<file path="src/dcr_div.sv">
module dcr_div #(
    parameter int DVD_W = 27,
    parameter int DVS_W = 11,
    parameter int Q_W   = 16
) (
    input  logic                    i_clk,
    input  logic                    i_rst_n,
    input  logic                    i_start,
    input  logic signed [DVD_W-1:0] i_dividend,
    input  logic        [DVS_W-1:0] i_divisor,
    output logic                    o_done,
    output logic signed [Q_W-1:0]   o_quotient
);

    localparam int CW = $clog2(DVD_W + 1);

    logic             r_busy;
    logic             r_done;
    logic [CW-1:0]    r_cnt;
    logic             r_neg;
    logic [DVS_W-1:0] r_dvs;
    logic [DVS_W-1:0] r_rem;
    logic [DVD_W-1:0] r_quo;

    logic [DVD_W-1:0] dvd_mag;
    logic [DVS_W:0]   shifted;
    logic             fits;
    logic [DVD_W-1:0] quo_signed;

    assign dvd_mag = i_dividend[DVD_W-1] ? (~i_dividend + DVD_W'(1)) : i_dividend;

    // One restoring step per cycle
    always_comb begin
        shifted = {r_rem, r_quo[DVD_W-1]};
        fits    = (shifted >= {1'b0, r_dvs});
    end

    always_ff @(posedge i_clk) begin
        if (!i_rst_n) begin
            r_busy <= 1'b0;
            r_done <= 1'b0;
            r_cnt  <= '0;
        end else begin
            r_done <= 1'b0;
            if (i_start) begin
                r_busy <= 1'b1;
                r_cnt  <= CW'(DVD_W);
            end else if (r_busy) begin
                r_cnt <= r_cnt - CW'(1);
                if (r_cnt == CW'(1)) begin
                    r_busy <= 1'b0;
                    r_done <= 1'b1;
                end
            end
        end
    end

    always_ff @(posedge i_clk) begin
        if (i_start) begin
            r_neg <= i_dividend[DVD_W-1];
            r_dvs <= i_divisor;
            r_rem <= '0;
            r_quo <= dvd_mag;
        end else if (r_busy) begin
            r_rem <= fits ? DVS_W'(shifted - {1'b0, r_dvs}) : shifted[DVS_W-1:0];
            r_quo <= {r_quo[DVD_W-2:0], fits};
        end
    end

    // Truncate toward zero: divide magnitudes, restore the sign
    assign quo_signed = r_neg ? (~r_quo + DVD_W'(1)) : r_quo;
    assign o_quotient = quo_signed[Q_W-1:0];
    assign o_done     = r_done;

endmodule

</file>
<file path="config.mk">
export PLATFORM = sky130hd
export DESIGN_NAME = dcr_div
export DESIGN_NICKNAME = d
export VERILOG_FILES = /design/src/dcr_div.sv
export SDC_FILE = /design/constraint.sdc
export NUM_CORES = 1
export LEC_CHECK = 0
export BUFFER_PORTS_ARGS = -buffer_cell sky130_fd_sc_hd__buf_4
export CORE_MARGIN = 10
export CORE_UTILIZATION = 57
export CTS_CLUSTER_DIAMETER = 30
export CTS_CLUSTER_SIZE = 24
export DETAILED_ROUTE_END_ITERATION = 12
export PLACE_DENSITY = 0.82
export SETUP_SLACK_MARGIN = 0.1
export SLEW_MARGIN = 20
export SYNTH_ARGS = -nofsm -noshare
export SYNTH_HDL_FRONTEND = slang
export SYNTH_SLANG_ARGS = --single-unit
</file>
<file path="constraint.sdc">
create_clock -name i_clk -period 3.7 [get_ports i_clk]
set_clock_uncertainty 0.15 [all_clocks]
set_input_delay 0.925 -clock i_clk [delete_from_list [all_inputs] [get_ports i_clk]]
set_output_delay 0.925 -clock i_clk [all_outputs]
set_load 0.05 [all_outputs]
</file>
==> flow_metrics.tcl, run 1 <==
set metrics [dict create \
    synthDominantCellAreaShare_pct 32.2 \
    start_util_pct 57.9 \
    hpwl_um 6010 \
    r2r-start "r_dvs[0]" \
    vias 2983 \
    cts_hold_buf 0 \
    ff2ff_path_depth 8 \
    status "finished with violations" \
    clock_latency_ns 0.34 \
    worstPathArrival_ns 2.64 \
    hold-path-endpoint "r_rem[10]" \
    synth_edf_count 39 \
    die_area_um2 9970 \
    leakagePower_nw 1.82 \
    drt_iter0_markers 199 \
    dr.pass1.iters 4 \
    ir_drop_v 0.000291 \
    hold_ws_ns 0.351 \
    nets 497 \
    core_area_um2 6280 \
    drive_gt1_share_pct 22.7 \
    relSlewSlack_pct 51.0 \
    synth_flop_cell "edfxtp_1" \
    cts.sinks 57 \
    synth_fp_nets 434 \
    top_level_ports 58 \
    worstPathRequired_ns 2.62 \
    fmax_ghz 0.269 \
    period_minus_slack_ns 3.71 \
    crit_type "reg2out" \
    synth_cells 377 \
    n_fill_cell 480 \
    grt.total_usage_pct 16.4 \
    cts-root-buf "clkbuf_8" \
    rrSetupSlack_ns 0.73 \
    multi_input_area_um2 1970 \
    numCtsBuffers 9 \
    cts.clk_slew.worst_paths_ns 0.07 \
    synthToLayoutAreaGrowth_pct 21.4 \
    synth_cell_types 54 \
    violations "negative setup slack" \
    wl_um 8210 \
    wl_per_cell_um 15.7 \
    yosys_warnings 0 \
    grt_pass1_vias 2911 \
    cp_max_fo 3 \
    drc 0 \
    finalCritPeriodShare_pct 100 \
    worstReg2RegEnd "r_rem[0]" \
    cts_buffer_depth 2 \
    avgViaCountPerCell 5.71 \
    n_antenna_cell 0 \
    drv_slew 0 \
    synth_area_leaders "edfxtp_1 (32%), dfxtp_1 (9.9%), xor2_1 (6.3%), xnor2_1 (5.8%), ha_1 (5.2%)" \
    seqCellArea_um2 1530 \
    fin_util_pct 70.3 \
    cts_htree_levels 3 \
    rows 29 \
    whs_path_depth 2 \
    grt_antenna_before_repair 0 \
    finalSetupViolCount 2 \
    die_h_um 99.9 \
    grt_max_degree 45 \
    drtAntennaViolNets 0 \
    grt_pass1_wl_um 13500 \
    synthArstFlopShare_pct 0 \
    grt_overflow_total 0 \
    hold_viol 0 \
    timing.final.ws_setup_ns -0.0145 \
    startpoint_type "flop" \
    rsz0062_at_grt "yes" \
    min_from "r_rem[9]" \
    yosysTopAreaCell "edfxtp_1" \
    max-cap-violations 0 \
    synth-seq-area-share_pct 42.1 \
    endpoint_kind "output pin" \
    tritoncts "built" \
    tightest_slew_ns 0.736 \
    portBuffers 57 \
    syn_area_um2 3630 \
    powerDensity_nw_per_um2 446 \
    layout_common_cells "buf_4 (67), edfxtp_1 (39), nor2_1 (33)" \
    gp_routability_congestion 0.834 \
    ys_ff_latch 57 \
    hold_path_class "reg2reg" \
    die_x_um 99.9 \
    final_common_cell "buf_4" \
    syn_area_per_cell_um2 9.64 \
]
synthesized netlist by cell type, types with 3 or more instances:
cell and n:
a211oi_1 5, xnor2_1 24, mux2_2 8, nand4_1 3
o21a_1 3, nand3_1 6, a21oi_1 27, nor2b_1 5
inv_1 24, a31oi_1 3, o21ai_1 10, nand2b_1 7
nor3_1 10, edfxtp_1 39, buf_1 4, o21ai_0 10
ha_1 15, dfxtp_1 18, clkbuf_1 9, xor2_1 26
nor2_1 33, or3_1 3, o211ai_1 3, nand2_1 29
or4_1 3, mux2i_1 8, o31ai_1 9
per-stage QoR:
step / instances / cell area, um^2 / setup TNS (ns) / setup slack (ns) / total power [mW]
after floorplan: 377 / 3630 / 0 / 0.254 / 1.19
after detailed placement: 500 / 4130 / 0 / 0.250 / 1.36
after CTS: 521 / 4410 / -0.00723 / -0.00723 / 1.98
after global placement: 500 / 4130 / 0 / 0.331 / 1.33
after global routing: 522 / 4410 / -0.157 / -0.0720 / 2.06
final: 522 / 4410 / -0.0155 / -0.0145 / 1.97
worst max-delay path by stage:
stage                     depth (start not counted)              to      from
after floorplan                                   5  o_quotient[13]  r_quo[2]
after global placement                            6  o_quotient[13]  r_quo[2]
after detailed placement                          6  o_quotient[13]  r_quo[1]
after CTS                                         6  o_quotient[13]  r_quo[1]
after global routing                              6  o_quotient[13]  r_quo[1]
final                                             6  o_quotient[13]  r_quo[1]
routing by layer:
metal	track usage [%]	share of wire, %
met1	18.9	41
met2	27.9	50
met3	4.74	6.9
met4	6.62	1.7
met5	0	0
flip-flops by register name, indices dropped and copies added, names as in the netlist:
| signal | count |
|---|---|
| r_busy | 1 |
| r_cnt | 5 |
| r_neg | 1 |
| r_dvs | 11 |
| r_rem | 11 |
| o_done | 1 |
| r_quo | 27 |
report_power, final:
part           internal (mW)  leakage (nW)  total, mW  switching [mW]
Sequential             0.754         0.533      0.804          0.0498
Combinational          0.221          1.18      0.553           0.332
Clock                  0.359         0.112      0.612           0.253
Total                   1.33          1.82       1.97           0.635
cell families (layout without fill, tap and decap cells):
| logic type | Yosys count | in the layout | share of synthesized area (%) |
|---|---|---|---|
| adders and majority gates | 16 | 16 | 5.71 |
| DFF | 57 | 57 | 42.1 |
| AOI/OAI and AO/OA | 86 | 86 | 15.4 |
| and+or+nand+nor | 112 | 112 | 15.5 |
| buffers and inverters | 39 | 107 | 4.17 |
| muxes | 17 | 17 | 4.99 |
| xor gates and xnor gates | 50 | 50 | 12.0 |
final cells by class:
cell class / count / share of cell area (%)
Clock buffer: 13 / 4.56
Inverter: 24 / 2.04
Multi-Input combinational cell: 281 / 44.7
Sequential cell: 57 / 34.7
Clock inverter: 3 / 0.397
Tap cell: 77 / 2.18
Timing Repair Buffer: 67 / 11.4
timing repair:
action,CTS,global route
buffers inserted,5,1
resized for setup,3,0
pin swaps,2,0
setup endpoints to repair,3,3
worst max-delay path, cell delays in order, from the launching register on:
cell and delay (ns):
edfxtp_1 0.39, or3_4 0.41, or3b_4 0.41, or4_4 0.47
o41ai_4 0.24, xnor2_1 0.15, buf_4 0.22
Power figures use the tool's default switching activity.
==> inputs of run 2 (changes only) <==
- clock period: 3.7 -> 4.2 ns (I/O delays scaled with it)
==> run 2 against run 1 <==
The flow now finishes without violations; sequential power shrank 12%; critical endpoint unchanged; sequential share of layout area grew 0.85 points; clock power shrank 23%; sequential cell count is the same; critical path depth is the same; non-clock buffer count shrank 7; worst setup slack gained 0.30 ns; core utilization shrank 1.7 points; combinational power shrank 15%; first-iteration DRC count shrank 9.0%.
==> flow_metrics.tcl, run 2 (synthesized netlist as in run 1, its figures left out) <==
set metrics [dict create \
    tritoncts "built" \
    whs_path_depth 2 \
    hpwl_um 5840 \
    gp_routability_congestion 0.820 \
    cp_max_fo 4 \
    drt_iter0_markers 181 \
    regMostFlops "r_quo" \
    layout_common_cells "buf_4 (60), edfxtp_1 (39), nor2_1 (33)" \
    status "completed" \
    grt_max_degree 47 \
    rsz0062_at_grt "no" \
    worstPathCellList "or3_4, or3b_1, or4_4, o41ai_2, xnor2_1, buf_4" \
    route.top_layer_used "met4" \
    hold-path-endpoint "r_rem[2]" \
    wl_um 7800 \
    endpoint_kind "output pin" \
    fmax_ghz 0.256 \
    rows 29 \
    hold_path_class "reg2reg" \
    cts.sinks 57 \
    pre_cts_slack_ns 0.642 \
    worstReg2RegEnd "r_rem[0]" \
    cts_setup_buffers 0 \
    die_h_um 99.9 \
    relSlewSlack_pct 31.9 \
    worstPathRequired_ns 3.00 \
    grt_antenna_before_repair 0 \
    cts.repair.resized 0 \
    grt_pass1_wl_um 13100 \
    cts_hold_buf 0 \
    max-cap-violations 0 \
    grt_pass1_vias 2892 \
    crit_type "reg2out" \
    period_minus_slack_ns 3.91 \
    cts_buffer_depth 2 \
    startpoint_type "flop" \
    avgViaCountPerCell 5.64 \
    tightest_slew_ns 1.02 \
    rrSetupSlack_ns 1.28 \
    cts.clk_slew.worst_paths_ns 0.07 \
    drtAntennaViolNets 0 \
    wl_met1_um 3370 \
    final_common_cell "buf_4" \
    finalSetupViolCount 0 \
    drv_slew 0 \
    clock_latency_ns 0.33 \
    n_antenna_cell 0 \
    r2r-start "r_dvs[0]" \
    grt.total_usage_pct 15.8 \
    ff2ff_path_depth 8 \
    vias 2904 \
    portBuffers 57 \
    dr.pass1.iters 4 \
    top_regs "r_quo x27, r_dvs x11, r_rem x11" \
    finalCritPeriodShare_pct 93.1 \
    die_x_um 99.9 \
    synthToLayoutAreaGrowth_pct 18.6 \
    dp_cells 499 \
    crit_start "r_quo[2]" \
    grt_overflow_total 0 \
    fin_util_pct 68.6 \
    drive_gt1_share_pct 21.0 \
    cts_htree_levels 3 \
    hold_ws_ns 0.342 \
    powerDensity_nw_per_um2 384 \
    cp_slowest_cell "or4_4" \
    die_area_um2 9970 \
    stdcell_count 515 \
    cts-root-buf "clkbuf_8" \
    timing.final.ws_setup_ns 0.288 \
    start_util_pct 57.9 \
    wl_per_cell_um 15.1 \
    fin_tns_setup_ns 0 \
    worstPathArrival_ns 2.71 \
    critPathMaxStageDelay_ns 0.46 \
    largest_reg_flops 27 \
    leakagePower_nw 1.77 \
    min_from "r_rem[2]" \
    dr_wl_met3_um 445 \
    nets 490 \
    numCtsBuffers 9 \
    drc 0 \
    core_area_um2 6280 \
    ir_drop_v 0.000302 \
    dr_wl_met2_um 3880 \
    top_level_ports 58 \
    hold_viol 0 \
]
## run 2: changes by cell type in the layout (fill, tap and decap cells not counted)
cell | before | now
or3b_1 | 0 | 1
buf_4 | 67 | 60
inv_4 | 0 | 2
or3b_4 | 1 | 0
clkinvlp_4 | 1 | 0
o31ai_4 | 1 | 0
o41ai_4 | 1 | 0
o31ai_2 | 0 | 1
clkbuf_16 | 2 | 1
clkbuf_1 | 0 | 1
o41ai_2 | 1 | 2
clkbuf_8 | 11 | 10
## run 2: how the worst max path moves through the flow
stage	to	slack, ns	depth (start not counted)
after global placement	o_quotient[13]	0.70	6
final	o_quotient[13]	0.29	6
after detailed placement	o_quotient[13]	0.64	6
after floorplan	o_quotient[13]	0.63	5
after global routing	o_quotient[13]	0.21	6
after CTS	o_quotient[13]	0.27	6
## run 2: layout make-up
class | count | area, um^2
clock inverter | 4 | 22.5
fill | 495 | 1970
clock buffer | 12 | 166
multi-input combinational | 281 | 1950
inverter | 24 | 90.1
sequential | 57 | 1530
tap | 77 | 96.3
timing repair buffer | 60 | 450
## run 2: routing by layer
metal	global-route usage, %	up-vias
met2	26.6	61
li1	-	1477
met4	5.29	0
met1	18.5	1356
met3	5.15	10
met5	0	-
## run 2: power by group
part	switching, mW	internal, mW	leakage, nW
Sequential	0.0437	0.665	0.533
Clock	0.210	0.264	0.102
Combinational	0.285	0.186	1.14
Total	0.539	1.12	1.77
## run 2: worst max-delay path: cells and delay by family (launching register included)
kind                      cells  cell delay (ns)
and+or+nand+nor               3             1.30
DFF                           1             0.44
xor gates and xnor gates      1             0.16
AOI/OAI and AO/OA             1             0.26
buffers and inverters         1             0.22
## run 2: through the flow
| step | area (um^2) | power [mW] |
|---|---|---|
| after floorplan | 3630 | 1.05 |
| after global placement | 4120 | 1.18 |
| after detailed placement | 4120 | 1.19 |
| after CTS | 4310 | 1.67 |
| after global routing | 4310 | 1.74 |
| final | 4310 | 1.65 |
